==> config.mk <==
export PLATFORM = sky130hd
export DESIGN_NAME = clpc_ctrl
export DESIGN_NICKNAME = d
export VERILOG_FILES = /design/src/rtl/clpc_pkg.sv /design/src/rtl/clpc_ctrl.sv
export SDC_FILE = /design/constraint.sdc
export NUM_CORES = 1
export LEC_CHECK = 0
export BUFFER_PORTS_ARGS = -buffer_cell sky130_fd_sc_hd__buf_2
export CORE_MARGIN = 3
export CORE_UTILIZATION = 49
export DETAILED_ROUTE_END_ITERATION = 12
export HOLD_SLACK_MARGIN = 0.08
export MAX_ROUTING_LAYER = met4
export PLACE_DENSITY_LB_ADDON = 0.1
export SKIP_LAST_GASP = 1
export SYNTH_ARGS = -nofsm -noshare
export SYNTH_HDL_FRONTEND = slang
export SYNTH_SLANG_ARGS = --single-unit
export TNS_END_PERCENT = 100
==> constraint.sdc <==
create_clock -name clk -period 1.2 [get_ports clk]
set_input_delay 0.06 -clock clk [delete_from_list [all_inputs] [get_ports clk]]
set_output_delay 0.06 -clock clk [all_outputs]
set_load 0.02 [all_outputs]
==> src/rtl/clpc_pkg.sv <==
// Package with the shared types, codes and constants of the CO2 line parser.
`default_nettype none
package clpc_pkg;

	// Controller states.
	typedef enum logic [3:0] {
		S_IDLE,
		S_CHK,
		S_PLO,
		S_PHI,
		S_PADD,
		S_YSAT,
		S_DLO,
		S_DHI,
		S_DADD,
		S_DPREP,
		S_DIV,
		S_FIN
	} state_t;

	// Datapath operation codes.
	typedef enum logic [3:0] {
		OP_NONE,
		OP_PLO,
		OP_PHI,
		OP_PADD,
		OP_YSAT,
		OP_DLO,
		OP_DHI,
		OP_DADD,
		OP_DPREP,
		OP_DIV,
		OP_LOAD
	} op_t;

	// Command from the controller to the datapath.
	typedef struct packed {
		logic       fire;
		op_t        op;
		logic [2:0] step;
	} cmd_t;

	// Status from the datapath to the controller.
	typedef struct packed {
		logic line_end;
		logic raw_big;
	} sts_t;

	localparam logic [7:0] CHR_LF    = 8'h0A;
	localparam logic [7:0] CHR_CR    = 8'h0D;
	localparam logic [7:0] CHR_ZERO  = 8'd48;
	localparam int         FOLD_POS  = 5;
	localparam int         T_W       = 56;
	localparam int         D_W       = 61;
	localparam int         Q_W       = 49;
	localparam int         DIV_STEPS = 84;
	localparam logic [2:0] TOP_STEP  = 3'd5;

	localparam logic signed [T_W-1:0] Y_MAX = 56'sd17592186044415;
	localparam logic signed [T_W-1:0] Y_MIN = -56'sd17592186044416;
	localparam logic signed [31:0]    X_POS = 32'sd4194304;
	localparam logic signed [31:0]    X_NEG = -32'sd4194304;
	localparam logic [47:0]           C_MAX = 48'h7FFF_FFFF_FFFF;
	localparam logic [47:0]           C_MIN = 48'h8000_0000_0000;

	// Polynomial coefficients, scaled to integers.
	function automatic logic signed [T_W-1:0] coef(input logic [2:0] k);
		logic signed [T_W-1:0] c;
		unique case (k)
			3'd0:    c = -56'sd1617381604;
			3'd1:    c = -56'sd19770802;
			3'd2:    c = 56'sd873071115;
			3'd3:    c = -56'sd12876160972;
			3'd4:    c = 56'sd86665665325;
			3'd5:    c = -56'sd273658019500;
			default: c = 56'sd328662488210;
		endcase
		return c;
	endfunction

endpackage
`default_nettype wire

==> src/rtl/clpc_ctrl.sv <==
// Controller: sequences the polynomial, the denominator and the divide.
`default_nettype none
module clpc_ctrl (
	input  wire                  clk,
	input  wire                  arst_n,
	input  wire                  in_valid,
	output logic                 in_ready,
	output logic                 out_valid,
	input  wire                  out_ready,
	input  wire clpc_pkg::sts_t  sts,
	output clpc_pkg::cmd_t       cmd
);
	clpc_pkg::state_t state_q, state_d;
	logic [2:0]       step_q, step_d;
	logic [6:0]       cnt_q, cnt_d;
	logic             out_valid_q, out_valid_d;
	logic             fire;

	// State register.
	always_ff @(posedge clk or negedge arst_n) begin
		if (!arst_n) begin
			state_q <= clpc_pkg::S_IDLE;
			step_q <= '0;
			cnt_q <= '0;
			out_valid_q <= 1'b0;
		end else begin
			state_q <= state_d;
			step_q <= step_d;
			cnt_q <= cnt_d;
			out_valid_q <= out_valid_d;
		end
	end

	// Next state and commands.
	always_comb begin
		state_d = state_q;
		step_d = step_q;
		cnt_d = cnt_q;
		out_valid_d = out_valid_q && !out_ready;
		in_ready = (state_q == clpc_pkg::S_IDLE);
		fire = in_valid && in_ready;
		cmd.fire = fire;
		cmd.op = clpc_pkg::OP_NONE;
		cmd.step = step_q;
		unique case (state_q)
			clpc_pkg::S_IDLE: begin
				if (fire && sts.line_end) begin
					state_d = clpc_pkg::S_CHK;
				end
			end
			clpc_pkg::S_CHK: begin
				step_d = clpc_pkg::TOP_STEP;
				state_d = sts.raw_big ? clpc_pkg::S_YSAT : clpc_pkg::S_PLO;
			end
			clpc_pkg::S_PLO: begin
				cmd.op = clpc_pkg::OP_PLO;
				state_d = clpc_pkg::S_PHI;
			end
			clpc_pkg::S_PHI: begin
				cmd.op = clpc_pkg::OP_PHI;
				state_d = clpc_pkg::S_PADD;
			end
			clpc_pkg::S_PADD: begin
				cmd.op = clpc_pkg::OP_PADD;
				if (step_q == 3'd0) begin
					state_d = clpc_pkg::S_YSAT;
				end else begin
					step_d = step_q - 1'b1;
					state_d = clpc_pkg::S_PLO;
				end
			end
			clpc_pkg::S_YSAT: begin
				cmd.op = clpc_pkg::OP_YSAT;
				state_d = clpc_pkg::S_DLO;
			end
			clpc_pkg::S_DLO: begin
				cmd.op = clpc_pkg::OP_DLO;
				state_d = clpc_pkg::S_DHI;
			end
			clpc_pkg::S_DHI: begin
				cmd.op = clpc_pkg::OP_DHI;
				state_d = clpc_pkg::S_DADD;
			end
			clpc_pkg::S_DADD: begin
				cmd.op = clpc_pkg::OP_DADD;
				state_d = clpc_pkg::S_DPREP;
			end
			clpc_pkg::S_DPREP: begin
				cmd.op = clpc_pkg::OP_DPREP;
				cnt_d = 7'(clpc_pkg::DIV_STEPS - 1);
				state_d = clpc_pkg::S_DIV;
			end
			clpc_pkg::S_DIV: begin
				cmd.op = clpc_pkg::OP_DIV;
				cnt_d = cnt_q - 1'b1;
				if (cnt_q == '0) begin
					state_d = clpc_pkg::S_FIN;
				end
			end
			clpc_pkg::S_FIN: begin
				// Load the result once the output register is free.
				if (!out_valid_q || out_ready) begin
					cmd.op = clpc_pkg::OP_LOAD;
					out_valid_d = 1'b1;
					state_d = clpc_pkg::S_IDLE;
				end
			end
			default: state_d = clpc_pkg::S_IDLE;
		endcase
		out_valid = out_valid_q;
	end

	// A line end leaves idle for the check state.
	a_line_end: assert property (@(posedge clk) disable iff (!arst_n)
		fire && sts.line_end |=> state_q == clpc_pkg::S_CHK)
		else $error("line end did not start the computation");

	// The divide loop ends in the finish state.
	a_div_done: assert property (@(posedge clk) disable iff (!arst_n)
		state_q == clpc_pkg::S_DIV && cnt_q == '0 |=> state_q == clpc_pkg::S_FIN)
		else $error("divide loop overran");

	// A new result appears only from the finish state.
	a_out_src: assert property (@(posedge clk) disable iff (!arst_n)
		$rose(out_valid_q) |-> $past(state_q == clpc_pkg::S_FIN))
		else $error("result raised outside finish state");
endmodule
`default_nettype wire

==> impl_metrics.py <==
metrics = {
    "critical_path": {
        "critical_path_arrival_ns": 1.49,
        "crit_chain": "buf_6, nand2_2, nor2_4, a21oi_2, o22ai_2, buf_4",
        "path_buf_inv": 2,
        "worstSetupEndpointType": "output pin",
        "path_max_fanout": 6,
        "start_kind": "flop",
        "path_depth": 6,
        "critical-path-max-stage-delay_ns": 0.41,
        "worstPathRequired_ns": 1.14,
        "r2r-start": "step_q[0]$_DFFE_PN0P_",
        "r2r_slack_ns": -0.29,
        "criticalPathCategory": "flop to output pin",
        "timing.rr.end": "state_q[0]$_DFFE_PN0P_",
        "reg2reg_depth": 6,
        "crit_family": "flip-flops",
        "startpoint": "state_q[1]$_DFFE_PN0P_",
        "slowest_stage": "dfrtp_1",
    },
    "clocking": {
        "cts_tree": "yes",
        "clkLatencyLatePin_ns": 0.30,
        "root_buffer": "clkbuf_4",
        "clk_path_buf_depth": 2,
        "clk_pin_slew_ns": 0.10,
        "ctsHtreeMaxLevel": 1,
        "cts_buffers": 3,
        "cts.sinks": 15,
    },
    "hold_path": {
        "hold_depth": 4,
        "min_to": "state_q[0]$_DFFE_PN0P_",
        "hold_path.startpoint": "sts[1]",
        "hold_class": "primary input to flop",
    },
    "global_routing": {
        "grt_max_degree": 16,
        "gr-total-overflow": 0,
        "first_global_vias": 1307,
        "grt_pass1_wl_um": 6680,
        "grt_use_total_pct": 35.9,
        "antenna_found_initial": 0,
    },
    "floorplan": {
        "rows": 15,
        "initial_core_util_pct": 54.9,
        "io_pins": 16,
        "die_x_um": 51.4,
        "die_h_um": 51.4,
        "fp.coreArea_um2": 1840,
        "dieArea_um2": 2640,
    },
    "yosys": {
        "synth_top_area_share_pct": 37.2,
        "yosysSeqAreaShare_pct": 37.2,
        "syn_avg_cell_area_um2": 8.34,
        "synth_seq_cells": 15,
        "synthCells": 121,
        "yosysWarnings": 0,
        "ys_top_cells_by_area": "dfrtp_1 (37%), o21ai_0 (5.0%), nor2_1 (4.5%)",
        "netlist_area_um2": 1010,
        "synth_cell_type_count": 41,
        "synth_area_leader_cell": "dfrtp_1",
        "syn_nets": 130,
    },
    "finish": {
        "fin_util_pct": 96.5,
        "antenna_cells": 0,
        "drive_above_1_share_pct": 62.8,
        "syn_to_final_growth_pct": 75.7,
        "nNetsFinal": 193,
        "stdcell_count": 208,
        "num-fill-cells": 40,
    },
    "place": {
        "portBuffers": 15,
        "post-dp-hpwl_um": 2080,
        "dp_cells": 187,
        "routabilityCongestion": 0.933,
        "pre_cts_ws_ns": -0.177,
    },
    "power": {
        "p_leak_nw": 0.800,
        "ir_worst_vdd_mv": 0.552,
        "p_per_area_nw_per_um2": 483,
    },
    "drt": {
        "wire_per_inst_um": 26.0,
        "drcViolationCount": 0,
        "totalWireLength_um": 5410,
        "vias_per_cell": 7.04,
        "vias": 1464,
        "dr.pass1.iters": 7,
        "drt_iter0_markers": 137,
        "ant_nets": 0,
    },
    "sta": {
        "fin_ws_ns": -0.352,
        "setup_violations": 20,
        "setup_tns_ns": -4.72,
        "min_period_ns": 1.55,
        "fin_crit_sh_pct": 129,
        "fmax_ghz": 0.644,
        "maxSlewHeadroom_pct": 74.5,
        "maxSlewViolCount": 0,
        "hold_viol_final": 0,
        "skew_ns": 0.00288,
        "rsz0062_at_grt": "true",
        "max_slew.worst_pin.slew_ns": 0.380,
        "hold-worst-slack_ns": 0.194,
    },
    "run_status": {
        "outcome": "complete, but fails checks",
        "failed_checks": "setup timing",
    },
    "run": {
        "maxCapViolCount": 0,
    },
}
power breakdown:
part	switching [mW]	total, mW	internal, mW
combinational	0.0188	0.0278	0.00909
sequential	0.000000000000000154	0.505	0.505
clock	0.194	0.324	0.130
total	0.212	0.857	0.644
sequential cells by signal, summed over array words and instances, names as in the netlist:
register and cells:
cnt_q 7, step_q 3, state_q 4, out_valid 1
stage by stage:
stage                     power (mW)  cell area, um^2
after detailed placement       0.537             1360
final                          0.857             1770
after global placement         0.536             1360
after global routing           0.887             1770
after floorplan                0.518             1060
after CTS                      0.839             1660
worst max-delay path by stage:
stage / end / slack, ns
global route: cmd[4] / -0.40
detailed placement: state_q[1]$_DFFE_PN0P_ / -0.18
floorplan: state_q[1]$_DFFE_PN0P_ / -0.29
global placement: state_q[1]$_DFFE_PN0P_ / -0.1
CTS: cmd[7] / -0.30
finish: cmd[4] / -0.35
kinds of logic after synthesis:
| kind of cell | Yosys count | synth area share (%) |
|---|---|---|
| adder cells (fa/ha/maj) | 3 | 3.72 |
| XOR/XNOR | 1 | 0.868 |
| AO/OA/AOI/OAI | 35 | 22.4 |
| AND/OR/NAND/NOR | 49 | 25.4 |
| multiplexers | 2 | 2.11 |
| buffers and inverters | 16 | 8.30 |
| flip-flops | 15 | 37.2 |
Yosys cell counts (all sizes together):
cell type / count
mux2: 1
xor2: 1
o2bb2ai: 1
nor2b: 5
nor2: 12
clkbuf: 1
dfrtp: 15
nand3b: 1
o32ai: 1
o211ai: 1
o221ai: 1
o21ai: 10
nand2: 12
nand2b: 3
o311a: 1
and3b: 1
a32oi: 1
ha: 3
a21boi: 1
a41o: 1
inv: 8
or2: 1
a21oi: 7
nand4b: 1
o22ai: 3
nand3: 4
and2: 1
a31oi: 2
nand4: 2
a31o: 1
a22oi: 2
nor3b: 1
a21o: 1
buf: 7
nor3: 5
mux2i: 1
a2bb2oi: 1
per-layer routing:
layer	wire length, um	track usage [%]	up-vias
li1	-	-	561
met1	1820	44.7	660
met2	2360	58.3	180
met3	759	4.66	63
met4	463	15.7	0
met5	0	-	-
worst min-delay path, stage by stage:
cell and delay, ns:
buf_2 0.07, nand2_1 0.08, nand2_2 0.10, a31o_1 0.15
repair_timing:
item | CTS | global route
resized for setup | 62 | 18
hold endpoints to repair | 15 | 0
pin swaps | 15 | 9
setup buffers | 11 | 8
endpoints found under the setup margin | 19 | 21
hold buffers | 1 | 0
gates cloned | 0 | 0
cell type report:
cell class                      instances  area, um^2  area share, %
Inverter                                8        36.3           2.05
Clock buffer                            4        26.3           1.48
Tap cell                               25        31.3           1.76
Timing Repair Buffer                   66         547           30.8
Sequential cell                        15         380           21.4
Multi-Input combinational cell         90         753           42.5
layout by cell type, fill, tap and decap left out, types with 3 or more instances in the layout:
cell,synthesis,routed
buf_4,1,37
buf_6,2,19
dfrtp_1,15,11
nor2_1,12,10
buf_2,4,9
nand2_2,1,6
nand2_1,11,5
inv_2,0,4
o21ai_0,10,4
nand3_1,4,4
o21ai_1,0,4
a21oi_1,7,4
dfrtp_2,0,4
nor3_4,1,3
nor2b_4,0,3
a21oi_2,0,3
ha_4,0,3
clkbuf_4,0,3
Note: power is estimated with default switching activity, not from simulation.
